--- config.mk ---
export PLATFORM = sky130hd
export DESIGN_NAME = scene_cut_detector_unit
export DESIGN_NICKNAME = d
export VERILOG_FILES = /design/src/hdl/scd_pkg.sv /design/src/hdl/scd_limit.sv /design/src/hdl/scene_cut_detector_unit.sv
export SDC_FILE = /design/constraint.sdc
export NUM_CORES = 1
export LEC_CHECK = 0
export BUFFER_PORTS_ARGS = -buffer_cell sky130_fd_sc_hd__buf_2
export CAP_MARGIN = 15
export CORE_ASPECT_RATIO = 2
export CORE_UTILIZATION = 68
export CTS_CLUSTER_SIZE = 16
export DETAILED_ROUTE_END_ITERATION = 12
export PLACE_DENSITY = 0.84
export SLEW_MARGIN = 20
export SYNTH_ARGS = -nofsm -noshare
export SYNTH_HDL_FRONTEND = slang
export SYNTH_SLANG_ARGS = --single-unit
export TNS_END_PERCENT = 10
--- constraint.sdc ---
create_clock -name i_clk -period 13.7 [get_ports i_clk]
set_input_delay 0.685 -clock i_clk [delete_from_list [all_inputs] [get_ports i_clk]]
set_output_delay 0.685 -clock i_clk [all_outputs]
set_load 0.03 [all_outputs]
--- src/hdl/scd_pkg.sv ---
`default_nettype none
package scd_pkg;

    // Field widths
    localparam int unsigned CHAN_W     = 8;
    localparam int unsigned PIXCNT_W   = 23;
    localparam int unsigned THRESH_W   = 8;
    localparam int unsigned FIRSTCHK_W = 16;
    localparam int unsigned INDEX_W    = 24;
    localparam int unsigned SUM_W      = 32;
    localparam int unsigned PIXSUM_W   = CHAN_W + 2;

    // Stream packing
    localparam int unsigned S_TDATA_W  = 3 * CHAN_W;
    localparam int unsigned M_TDATA_W  = INDEX_W + SUM_W;

    // Configuration port
    localparam int unsigned CFG_ADDR_W = 2;
    localparam int unsigned CFG_DATA_W = PIXCNT_W;

    localparam logic [CFG_ADDR_W-1:0] REG_PIXEL_COUNT     = 2'd0;
    localparam logic [CFG_ADDR_W-1:0] REG_CUT_THRESHOLD   = 2'd1;
    localparam logic [CFG_ADDR_W-1:0] REG_FIRST_CHECKED   = 2'd2;

    // Reset values
    localparam logic [PIXCNT_W-1:0]   PIXEL_COUNT_RST     = 23'd921600;
    localparam logic [THRESH_W-1:0]   CUT_THRESHOLD_RST   = 8'd30;
    localparam logic [FIRSTCHK_W-1:0] FIRST_CHECKED_RST   = 16'd5;

    // Default pixel limit per frame
    localparam int unsigned MAX_PIXELS_DEF = 4194304;

endpackage
`default_nettype wire

--- src/hdl/scd_limit.sv ---
`default_nettype none
// Cut limit: (threshold + 1) * 3 * clamp(pixel_count, 1, MAX_PIXELS), two register stages.
module scd_limit
    import scd_pkg::*;
#(
    parameter int unsigned MAX_PIXELS = MAX_PIXELS_DEF,
    localparam int unsigned EFF_W     = $clog2(MAX_PIXELS + 1),
    localparam int unsigned PROD_W    = THRESH_W + 1 + EFF_W,
    localparam int unsigned LIM_W     = PROD_W + 2
) (
    input  wire logic                i_clk,
    input  wire logic [PIXCNT_W-1:0] i_pixel_count,
    input  wire logic [THRESH_W-1:0] i_cut_threshold,
    output logic      [LIM_W-1:0]    o_limit
);

    logic [EFF_W-1:0]    eff;
    logic [THRESH_W:0]   thr1;
    logic [PROD_W-1:0]   r_prod;
    logic [LIM_W-1:0]    r_limit;

    always_comb begin
        if (i_pixel_count == '0) begin
            eff = EFF_W'(1);
        end else if (32'(i_pixel_count) > 32'(MAX_PIXELS)) begin
            eff = EFF_W'(MAX_PIXELS);
        end else begin
            eff = EFF_W'(i_pixel_count);
        end
        thr1 = {1'b0, i_cut_threshold} + (THRESH_W+1)'(1);
    end

    always_ff @(posedge i_clk) begin
        r_prod  <= PROD_W'(thr1) * PROD_W'(eff);
        r_limit <= LIM_W'({r_prod, 1'b0}) + LIM_W'(r_prod);   // times three
    end

    assign o_limit = r_limit;

endmodule
`default_nettype wire

--- src/hdl/scene_cut_detector_unit.sv ---
`default_nettype none
// Scene cut detector.
// Input stream: one BGR pixel per transaction, tdata = {red, green, blue}
// (blue in the low byte), tlast marks the last pixel of a frame.
// The channel values are summed into a saturating 32-bit frame sum. On each
// tlast pixel the frame sum is compared with the previous frame's sum; a cut
// is reported when |sum_now - sum_prev| >= (cut_threshold+1)*3*pixel_count
// and the frame index is at least first_checked_frame.
// Output stream: one transaction per frame, tdata = {frame_sum, frame_index},
// tuser = cut_found.
// Configuration: write channel with register index and data, always ready;
// index 0 pixel_count, 1 cut_threshold, 2 first_checked_frame, 3 ignored.
// Throughput: one pixel per cycle unless a stalled receiver holds the flow. The
// frame result of the tlast pixel reaches o_m_tvalid through three register
// stages (input, accumulate, compare/output). A stalled receiver fills the three
// stages; tready upstream drops only when all are occupied. Reset (synchronous,
// active low) clears the pipeline, frame sum, previous sum and frame counter,
// and restores register defaults. After a write the cut limit is rebuilt in the
// scd_limit product and limit registers; the pipeline depth covers that, so a
// pixel taken on the cycle after a write sees the new values.
module scene_cut_detector_unit
    import scd_pkg::*;
#(
    parameter int unsigned MAX_PIXELS = MAX_PIXELS_DEF,
    localparam int unsigned EFF_W     = $clog2(MAX_PIXELS + 1),
    localparam int unsigned LIM_W     = THRESH_W + 3 + EFF_W,
    localparam int unsigned CMP_W     = (LIM_W > SUM_W) ? LIM_W : SUM_W
) (
    input  wire logic                  i_clk,
    input  wire logic                  i_rst_n,
    // pixel input
    input  wire logic                  i_s_tvalid,
    output logic                       o_s_tready,
    input  wire logic [S_TDATA_W-1:0]  i_s_tdata,   // [7:0] blue, [15:8] green, [23:16] red
    input  wire logic                  i_s_tlast,   // frame_end
    // frame result output
    output logic                       o_m_tvalid,
    input  wire logic                  i_m_tready,
    output logic      [M_TDATA_W-1:0]  o_m_tdata,   // [23:0] frame_index, [55:24] frame_sum
    output logic                       o_m_tuser,   // [0] cut_found
    // configuration writes
    input  wire logic                  i_cfg_valid,
    output logic                       o_cfg_ready,
    input  wire logic [CFG_ADDR_W-1:0] i_cfg_addr,
    input  wire logic [CFG_DATA_W-1:0] i_cfg_data
);

    // configuration registers
    logic [PIXCNT_W-1:0]   r_pixel_count;
    logic [THRESH_W-1:0]   r_cut_threshold;
    logic [FIRSTCHK_W-1:0] r_first_checked;
    logic [LIM_W-1:0]      limit;

    // stage 1: input register, channel sum precomputed
    logic                  r_s1_valid;
    logic [PIXSUM_W-1:0]   r_s1_add;
    logic                  r_s1_last;

    // stage 2: accumulator, frame result candidate
    logic [SUM_W-1:0]      r_run;
    logic [INDEX_W-1:0]    r_frame_cnt;
    logic                  r_s2_valid;
    logic [SUM_W-1:0]      r_s2_sum;
    logic [INDEX_W-1:0]    r_s2_idx;
    logic                  r_s2_chk;

    // stage 3: compare against previous frame, output register
    logic [SUM_W-1:0]      r_prior;
    logic                  r_out_valid;
    logic [INDEX_W-1:0]    r_out_idx;
    logic [SUM_W-1:0]      r_out_sum;
    logic                  r_out_cut;

    logic                  out_free;
    logic                  s2_free;
    logic                  s1_free;
    logic                  s1_go;
    logic                  s2_go;
    logic [SUM_W:0]        acc_wide;
    logic [SUM_W-1:0]      n_run;
    logic [SUM_W-1:0]      diff;
    logic                  n_cut;

    assign o_cfg_ready = 1'b1;

    always_ff @(posedge i_clk) begin
        if (!i_rst_n) begin
            r_pixel_count   <= PIXEL_COUNT_RST;
            r_cut_threshold <= CUT_THRESHOLD_RST;
            r_first_checked <= FIRST_CHECKED_RST;
        end else if (i_cfg_valid) begin
            case (i_cfg_addr)
                REG_PIXEL_COUNT:   r_pixel_count   <= i_cfg_data;
                REG_CUT_THRESHOLD: r_cut_threshold <= i_cfg_data[THRESH_W-1:0];
                REG_FIRST_CHECKED: r_first_checked <= i_cfg_data[FIRSTCHK_W-1:0];
                default: ;   // unknown index, write dropped
            endcase
        end
    end

    scd_limit #(
        .MAX_PIXELS (MAX_PIXELS)
    ) u_limit (
        .i_clk           (i_clk),
        .i_pixel_count   (r_pixel_count),
        .i_cut_threshold (r_cut_threshold),
        .o_limit         (limit)
    );

    // pipeline flow: a stage moves when the one after it is free or draining
    assign out_free   = !r_out_valid || i_m_tready;
    assign s2_free    = !r_s2_valid || out_free;
    assign s2_go      = r_s2_valid && out_free;
    assign s1_go      = r_s1_valid && s2_free;
    assign s1_free    = !r_s1_valid || s2_free;
    assign o_s_tready = s1_free;

    always_ff @(posedge i_clk) begin
        if (!i_rst_n) begin
            r_s1_valid <= 1'b0;
        end else if (s1_free) begin
            r_s1_valid <= i_s_tvalid;
        end
    end

    always_ff @(posedge i_clk) begin
        if (s1_free && i_s_tvalid) begin
            r_s1_add  <= PIXSUM_W'(i_s_tdata[CHAN_W-1:0])
                       + PIXSUM_W'(i_s_tdata[2*CHAN_W-1:CHAN_W])
                       + PIXSUM_W'(i_s_tdata[3*CHAN_W-1:2*CHAN_W]);
            r_s1_last <= i_s_tlast;
        end
    end

    // saturating accumulate
    always_comb begin
        acc_wide = {1'b0, r_run} + (SUM_W+1)'(r_s1_add);
        n_run    = acc_wide[SUM_W] ? {SUM_W{1'b1}} : acc_wide[SUM_W-1:0];
    end

    always_ff @(posedge i_clk) begin
        if (!i_rst_n) begin
            r_run       <= '0;
            r_frame_cnt <= '0;
            r_s2_valid  <= 1'b0;
        end else begin
            if (s1_go) begin
                if (r_s1_last) begin
                    r_run       <= '0;
                    r_frame_cnt <= r_frame_cnt + INDEX_W'(1);
                end else begin
                    r_run <= n_run;
                end
            end
            if (s1_go && r_s1_last) begin
                r_s2_valid <= 1'b1;
            end else if (s2_go) begin
                r_s2_valid <= 1'b0;
            end
        end
    end

    always_ff @(posedge i_clk) begin
        if (s1_go && r_s1_last) begin
            r_s2_sum <= n_run;
            r_s2_idx <= r_frame_cnt;
            r_s2_chk <= (r_frame_cnt >= INDEX_W'(r_first_checked));
        end
    end

    // frame compare
    always_comb begin
        diff  = (r_s2_sum >= r_prior) ? (r_s2_sum - r_prior) : (r_prior - r_s2_sum);
        n_cut = r_s2_chk && (CMP_W'(diff) >= CMP_W'(limit));
    end

    always_ff @(posedge i_clk) begin
        if (!i_rst_n) begin
            r_prior     <= '0;
            r_out_valid <= 1'b0;
        end else begin
            if (s2_go) begin
                r_prior     <= r_s2_sum;
                r_out_valid <= 1'b1;
            end else if (i_m_tready) begin
                r_out_valid <= 1'b0;
            end
        end
    end

    always_ff @(posedge i_clk) begin
        if (s2_go) begin
            r_out_idx <= r_s2_idx;
            r_out_sum <= r_s2_sum;
            r_out_cut <= n_cut;
        end
    end

    assign o_m_tvalid = r_out_valid;
    assign o_m_tdata  = {r_out_sum, r_out_idx};
    assign o_m_tuser  = r_out_cut;

endmodule
`default_nettype wire

==> impl_metrics.ini, run 1 <==
[logic_synthesis]
synth_flop_cell = dfxtp_1
ys_seq_area_frac = 0.315
synth_edf_count = 125
synth_cell_types = 78
synthTopCellsByCount = inv_1 (345), nand2_1 (341), ha_1 (215)
synth_area_per_cell_um2 = 8.96
netlist_instances = 2778
synth_nets = 3209
yosys_register_bits = 329
syn_area_mm2 = 0.0249
yosysMostFrequentCell = inv_1
yosysTopAreaCellShare = 0.164
ys_warn_count = 0
async_flop_share = 0
synth_area_leaders = dfxtp_1 (16%), edfxtp_1 (15%), fa_1 (13%)
yosys.area.top_type = dfxtp_1

[critical_path]
critical_path.startpoint_type = flop
reg2reg_to = u_limit.r_prod[23]$_DFF_P_
worst-endpoint-required_ps = 14180
crit_end = u_limit.r_prod[23]$_DFF_P_
worst-setup-path-type = reg2reg
r2r_slack_ps = 6230
endpoint_kind = flop
path_max_fanout = 27
rr_startpoint = r_cut_threshold[0]$_SDFFE_PN0P_
setup.worst_path.start = r_cut_threshold[0]$_SDFFE_PN0P_
arrival_ps = 7950
reg2reg_depth = 21

[grt]
grt_pass1_vias = 20800
grt_pass1_wl_um = 102000
grt.total_usage = 0.354
antenna_found_initial = 0
grt_max_degree = 116
overflow = 0

[drt]
routed_wl_um = 65200
num_vias = 20200
drc = 0
drt-wirelength-per-cell_um = 19.7
ant_nets = 0
drtIter0Drc = 1197
first_pass_iters = 5
via_per_inst = 6.12

[pwr]
p_leak_nw = 12.2
p_total_mw = 3.19
ir_drop_v = 0.000152
powerDensity_mw_per_mm2 = 119

[sta]
tightestPinTransition_ps = 1150
setup_tns_ps = 0
skew_ps = 15.2
rsz0062_at_grt = false
setup_viol = 0
hold_violations = 0
drv_slew = 0
clock.fmax_ghz = 0.134
fin_crit_sh = 0.545
slew_headroom = 0.233
min_period_ps = 7470

[floorplan]
num_io_pins = 115
die_h_um = 273
start_util = 0.693
die_x_um = 137
core_area_mm2 = 0.0359
die-area_mm2 = 0.0374
rows = 98

[placed_design]
portBuffers = 113
dp.cells = 3254
dp_hpwl_um = 50500
place_congestion = 0.930

[clock_tree]
postCtsHoldBufs = 0
h-tree-depth = 1
path_clk_slew_ps = 70
clock_path_buffers = 3
clk_latency_ps = 600
clock-sinks = 329
post_cts_buffers = 0
cts_tree = done
ctsResizeCount = 0
cts_root_buffer = clkbuf_16
cts_buffers = 29

[status]
status = completed

[cells_and_area]
fillerInstances = 2607
antenna_cells = 0
layout-drive-gt1-share = 0.0763
fin_nets = 3266
instances_no_fill = 3308
area_growth_pct = 7.17

[hold_path]
hold_class = in2reg
worstHoldPathCells = 1

[run]
cap_violations = 0
-- per-layer routing --
layer / vias up / global-route usage / wire, um
met1: 9721 / 0.331 / 21100
met4: 0 / 0.272 / 5500
met3: 294 / 0.0590 / 3320
met2: 727 / 0.665 / 35300
met5: - / 0 / 0
li1: 9499 / - / -
-- worst min-delay path by stage --
stage                                   start                    endpoint  slack [ps]
finish                              i_s_tlast         r_s1_last$_DFFE_PP_         270
global route                        i_s_tlast         r_s1_last$_DFFE_PP_         270
CTS                                 i_s_tlast         r_s1_last$_DFFE_PP_         260
detailed placement  u_limit.r_prod[0]$_DFF_P_  u_limit.o_limit[0]$_DFF_P_         380
global placement    u_limit.r_prod[0]$_DFF_P_  u_limit.o_limit[0]$_DFF_P_         370
floorplan           u_limit.r_prod[0]$_DFF_P_  u_limit.o_limit[0]$_DFF_P_         340
-- placed cells by master, fill, tap and decap left out, types with 11 or more instances in the layout --
master	count
o211ai_1	18
edfxtp_1	125
buf_4	15
fa_1	161
nor2_1	201
mux2i_1	18
o21bai_1	25
o21ai_0	99
or2_2	17
inv_1	344
ha_1	215
nor2b_1	31
a22o_1	12
xor2_1	48
nand3_1	78
a21oi_1	140
nand2b_1	40
and3_1	33
a211oi_1	28
o21a_1	16
and2_1	41
dfxtp_1	204
a31oi_1	11
a21boi_0	83
xnor2_1	87
nor3_1	23
a21o_1	52
buf_2	113
clkbuf_16	29
nand4_1	34
o31ai_1	14
nand2_1	341
-- kinds of logic after synthesis --
family,after synthesis,share of synthesized area
AND/OR/NAND/NOR,888,0.166
AO/OA/AOI/OAI,579,0.156
buffers and inverters,448,0.0689
adder cells (fa/ha/maj),376,0.238
flip-flops,329,0.315
XOR/XNOR,136,0.0479
multiplexers,21,0.00860
other,1,0.000151
-- area by class of cell --
class	count	area (um^2)	share of cell area
clock buffers	34	764	0.0287
clock inverters	20	165	0.00619
inverters	346	1300	0.0487
multi-input cells	2001	15400	0.576
flip-flops and latches	329	7840	0.294
well taps	450	563	0.0211
repair buffers	128	678	0.0254
-- metrics by stage --
stage                     cell area (um^2)   util  setup slack [ps]  hold slack, ps
final                                26700  0.742              6230             270
after global routing                 26700  0.742              5780             265
after CTS                            26700  0.742              6330             256
after detailed placement             25700  0.717              6360             383
after global placement               25700  0.717              6630             372
after floorplan                      24900      -              7590             337
-- flip-flops by register name, indices dropped and copies added, names as in the netlist, 8 cells and up --
register and flops:
r_s2_sum 32, r_out_idx 24, r_out_sum 32, r_pixel_count 23, r_frame_cnt 24, r_run 32, r_cut_threshold 8, r_first_checked 16
r_prior 32, u_limit.r_prod 32, r_s2_idx 24, r_s1_add 10, u_limit.o_limit 34
-- power by group --
part	total (mW)	switching, mW	leakage (nW)	internal [mW]
Sequential	1.16	0.0453	2.98	1.12
Clock	0.813	0.388	0.452	0.425
Combinational	1.21	0.708	8.79	0.504
-- worst max-delay path, cell delays in order, from the launching register on --
cell and delay [ps]:
dfxtp_1 830, ha_1 310, nand3_1 170, nor2_1 350
nand3_1 640, or2_2 550, fa_1 510, fa_1 540
inv_1 50, fa_1 530, inv_1 60, fa_1 530
inv_1 40, ha_1 350, nor2_1 130, o21ai_0 80
and4_1 250, o211ai_1 280, nand2b_1 110, a21boi_0 640
o21ai_0 220, xnor2_1 170
(Power assumes the default switching activity.)
==> run 2, diff against run 1 <==
--- a/config.mk
+++ b/config.mk
@@ -8,10 +8,10 @@
 export BUFFER_PORTS_ARGS = -buffer_cell sky130_fd_sc_hd__buf_2
 export CAP_MARGIN = 15
 export CORE_ASPECT_RATIO = 2
-export CORE_UTILIZATION = 68
+export CORE_UTILIZATION = 63
 export CTS_CLUSTER_SIZE = 16
 export DETAILED_ROUTE_END_ITERATION = 12
-export PLACE_DENSITY = 0.84
+export PLACE_DENSITY = 0.78
 export SLEW_MARGIN = 20
 export SYNTH_ARGS = -nofsm -noshare
 export SYNTH_HDL_FRONTEND = slang
==> constraint.sdc (replaced) <==
create_clock -name i_clk -period 7.72 [get_ports i_clk]
set_input_delay 0.386 -clock i_clk [delete_from_list [all_inputs] [get_ports i_clk]]
set_output_delay 0.386 -clock i_clk [all_outputs]
set_load 0.03 [all_outputs]
==> impl_metrics.ini, run 2 (same netlist as run 1, synthesis figures left out) <==
[critical_path]
path_max_fanout = 22
r2r_slack_ps = 790
setup.worst_path.start = r_pixel_count[1]$_SDFFE_PN0P_
arrival_ps = 7420
rr_startpoint = r_pixel_count[1]$_SDFFE_PN0P_
critical_path.startpoint_type = flop
worst-setup-path-type = reg2reg
worst-endpoint-required_ps = 8210
endpoint_kind = flop

[cells_and_area]
fin_area_mm2 = 0.0270
final_cell_mix = inv_1 (344), nand2_1 (341), ha_1 (215)
fin_nets = 3275
antenna_cells = 0
mostFrequentLayoutCell = inv_1
area_growth_pct = 8.35
layout-drive-gt1-share = 0.0798
largest_register_ffs = 34

[clock_tree]
cts_buffers = 30
cts_tree = done
clock_path_buffers = 3
path_clk_slew_ps = 70
cts_root_buffer = clkbuf_16
h-tree-depth = 1
clock-sinks = 329
post_cts_buffers = 0
clk_latency_ps = 620

[pwr]
powerDensity_mw_per_mm2 = 216
ir_drop_v = 0.000201
internal_power_mw = 3.77
switching_share = 0.351
power_frac_clock = 0.279
power_frac_seq = 0.354
p_comb_frac = 0.367
p_leak_nw = 12.3
p_switching_mw = 2.04

[sta]
slew_headroom = 0.293
hold_violations = 0
fin_crit_sh = 0.897
drv_slew = 0
skew_ps = 19.6
min_period_ps = 6930
clock.fmax_ghz = 0.144
rsz0062_at_grt = false
setup_viol = 0
tightestPinTransition_ps = 1060
setup_tns_ps = 0

[drt]
drt-wirelength-per-cell_um = 19.0
num_vias = 20000
routed_wl_um = 64300
drtIter0Drc = 913
ant_nets = 0
via_per_inst = 5.90
drc = 0
first_pass_iters = 5

[placed_design]
placed_area_mm2 = 0.0259
dp_hpwl_um = 50600
portBuffers = 113
place_congestion = 0.966

[floorplan]
core_area_mm2 = 0.0388
start_util = 0.642
die_x_um = 143
die-area_mm2 = 0.0404
rows = 102
num_io_pins = 115
die_h_um = 283

[hold_path]
hold_start = i_cfg_data[19]
hold_class = in2reg

[grt]
grt.total_usage = 0.326
grt_pass1_wl_um = 103000
antenna_found_initial = 0
overflow = 0
grt_max_degree = 116
grt_pass1_vias = 20900

[status]
status = completed

[run]
cap_violations = 0
==> run 2: changes by cell type in the layout (fill, tap and decap cells not counted), moves of 2 or more <==
cell,delta
buf_4,+6
clkinv_2,-5
bufinv_16,+3
clkinvlp_2,+3
clkbuf_1,-2
clkbuf_8,+2
clkinvlp_4,-2
==> run 2: critical path, cell delays in order (launching register included) <==
cell      delay, ps
dfxtp_1         350
nor4_1          490
nand4_1         170
nor4_1          270
nand2b_1        470
buf_4           320
nand2_1         210
or2_2           330
fa_1            480
inv_1            50
fa_1            470
fa_1            490
inv_1            50
fa_1            520
inv_1            50
ha_1            370
a21oi_1         160
o21ai_0         150
or3_1           350
o211ai_1        330
nand2b_1        120
a21boi_0        190
buf_4           170
o21bai_1         90
xor2_1          150
==> run 2: layout make-up <==
cell class | count | area, um^2
Fill cell | 3167 | 11800
Tap cell | 520 | 651
Inverter | 346 | 1300
Timing Repair Buffer | 136 | 744
Sequential cell | 329 | 7840
Clock inverter | 21 | 260
Multi-Input combinational cell | 2001 | 15400
Clock buffer | 35 | 810
==> run 2: metrics by stage <==
| stage | hold WS [ps] | utilization | setup slack (ps) | cells | power, mW |
|---|---|---|---|---|---|
| after floorplan | 337 | - | 1610 | 2778 | 3.73 |
| after global placement | 349 | 0.667 | 974 | 3331 | 4.12 |
| after detailed placement | 363 | 0.667 | 805 | 3331 | 4.21 |
| after CTS | 4.86 | 0.695 | 786 | 3388 | 5.83 |
| after global routing | 29.0 | 0.695 | 461 | 3388 | 6.17 |
| final | 21.4 | 0.695 | 793 | 3388 | 5.82 |
==> run 2: per-layer routing <==
metal | GRT usage | part of all wire
met3 | 0.0346 | 0.038
met4 | 0.238 | 0.083
met2 | 0.626 | 0.55
met1 | 0.310 | 0.33
met5 | 0 | 0
==> run 2: path summary, 6_finish.rpt <==
kind | to | depth (start not counted)
max | u_limit.r_prod[27]$_DFF_P_ | 24
max reg2reg | u_limit.r_prod[27]$_DFF_P_ | 24
min | r_pixel_count[19]$_SDFFE_PN1P_ | 3
min reg2reg | u_limit.o_limit[0]$_DFF_P_ | 0
==> run 2: power by group through the flow <==
stage | Combinational [mW] | Sequential [mW] | Clock [mW]
after floorplan | 1.66 | 2.08 | 0
after global placement | 2.03 | 2.09 | 0
after detailed placement | 2.11 | 2.10 | 0
after CTS | 2.13 | 2.06 | 1.64
after global routing | 2.40 | 2.07 | 1.70
final | 2.14 | 2.06 | 1.62
==> run 2: repair_timing <==
item,4_1_cts,5_1_grt
endpoints found under the hold margin,1,0
hold buffers,1,0
endpoints found under the setup margin,0,0
gates resized for setup,0,0
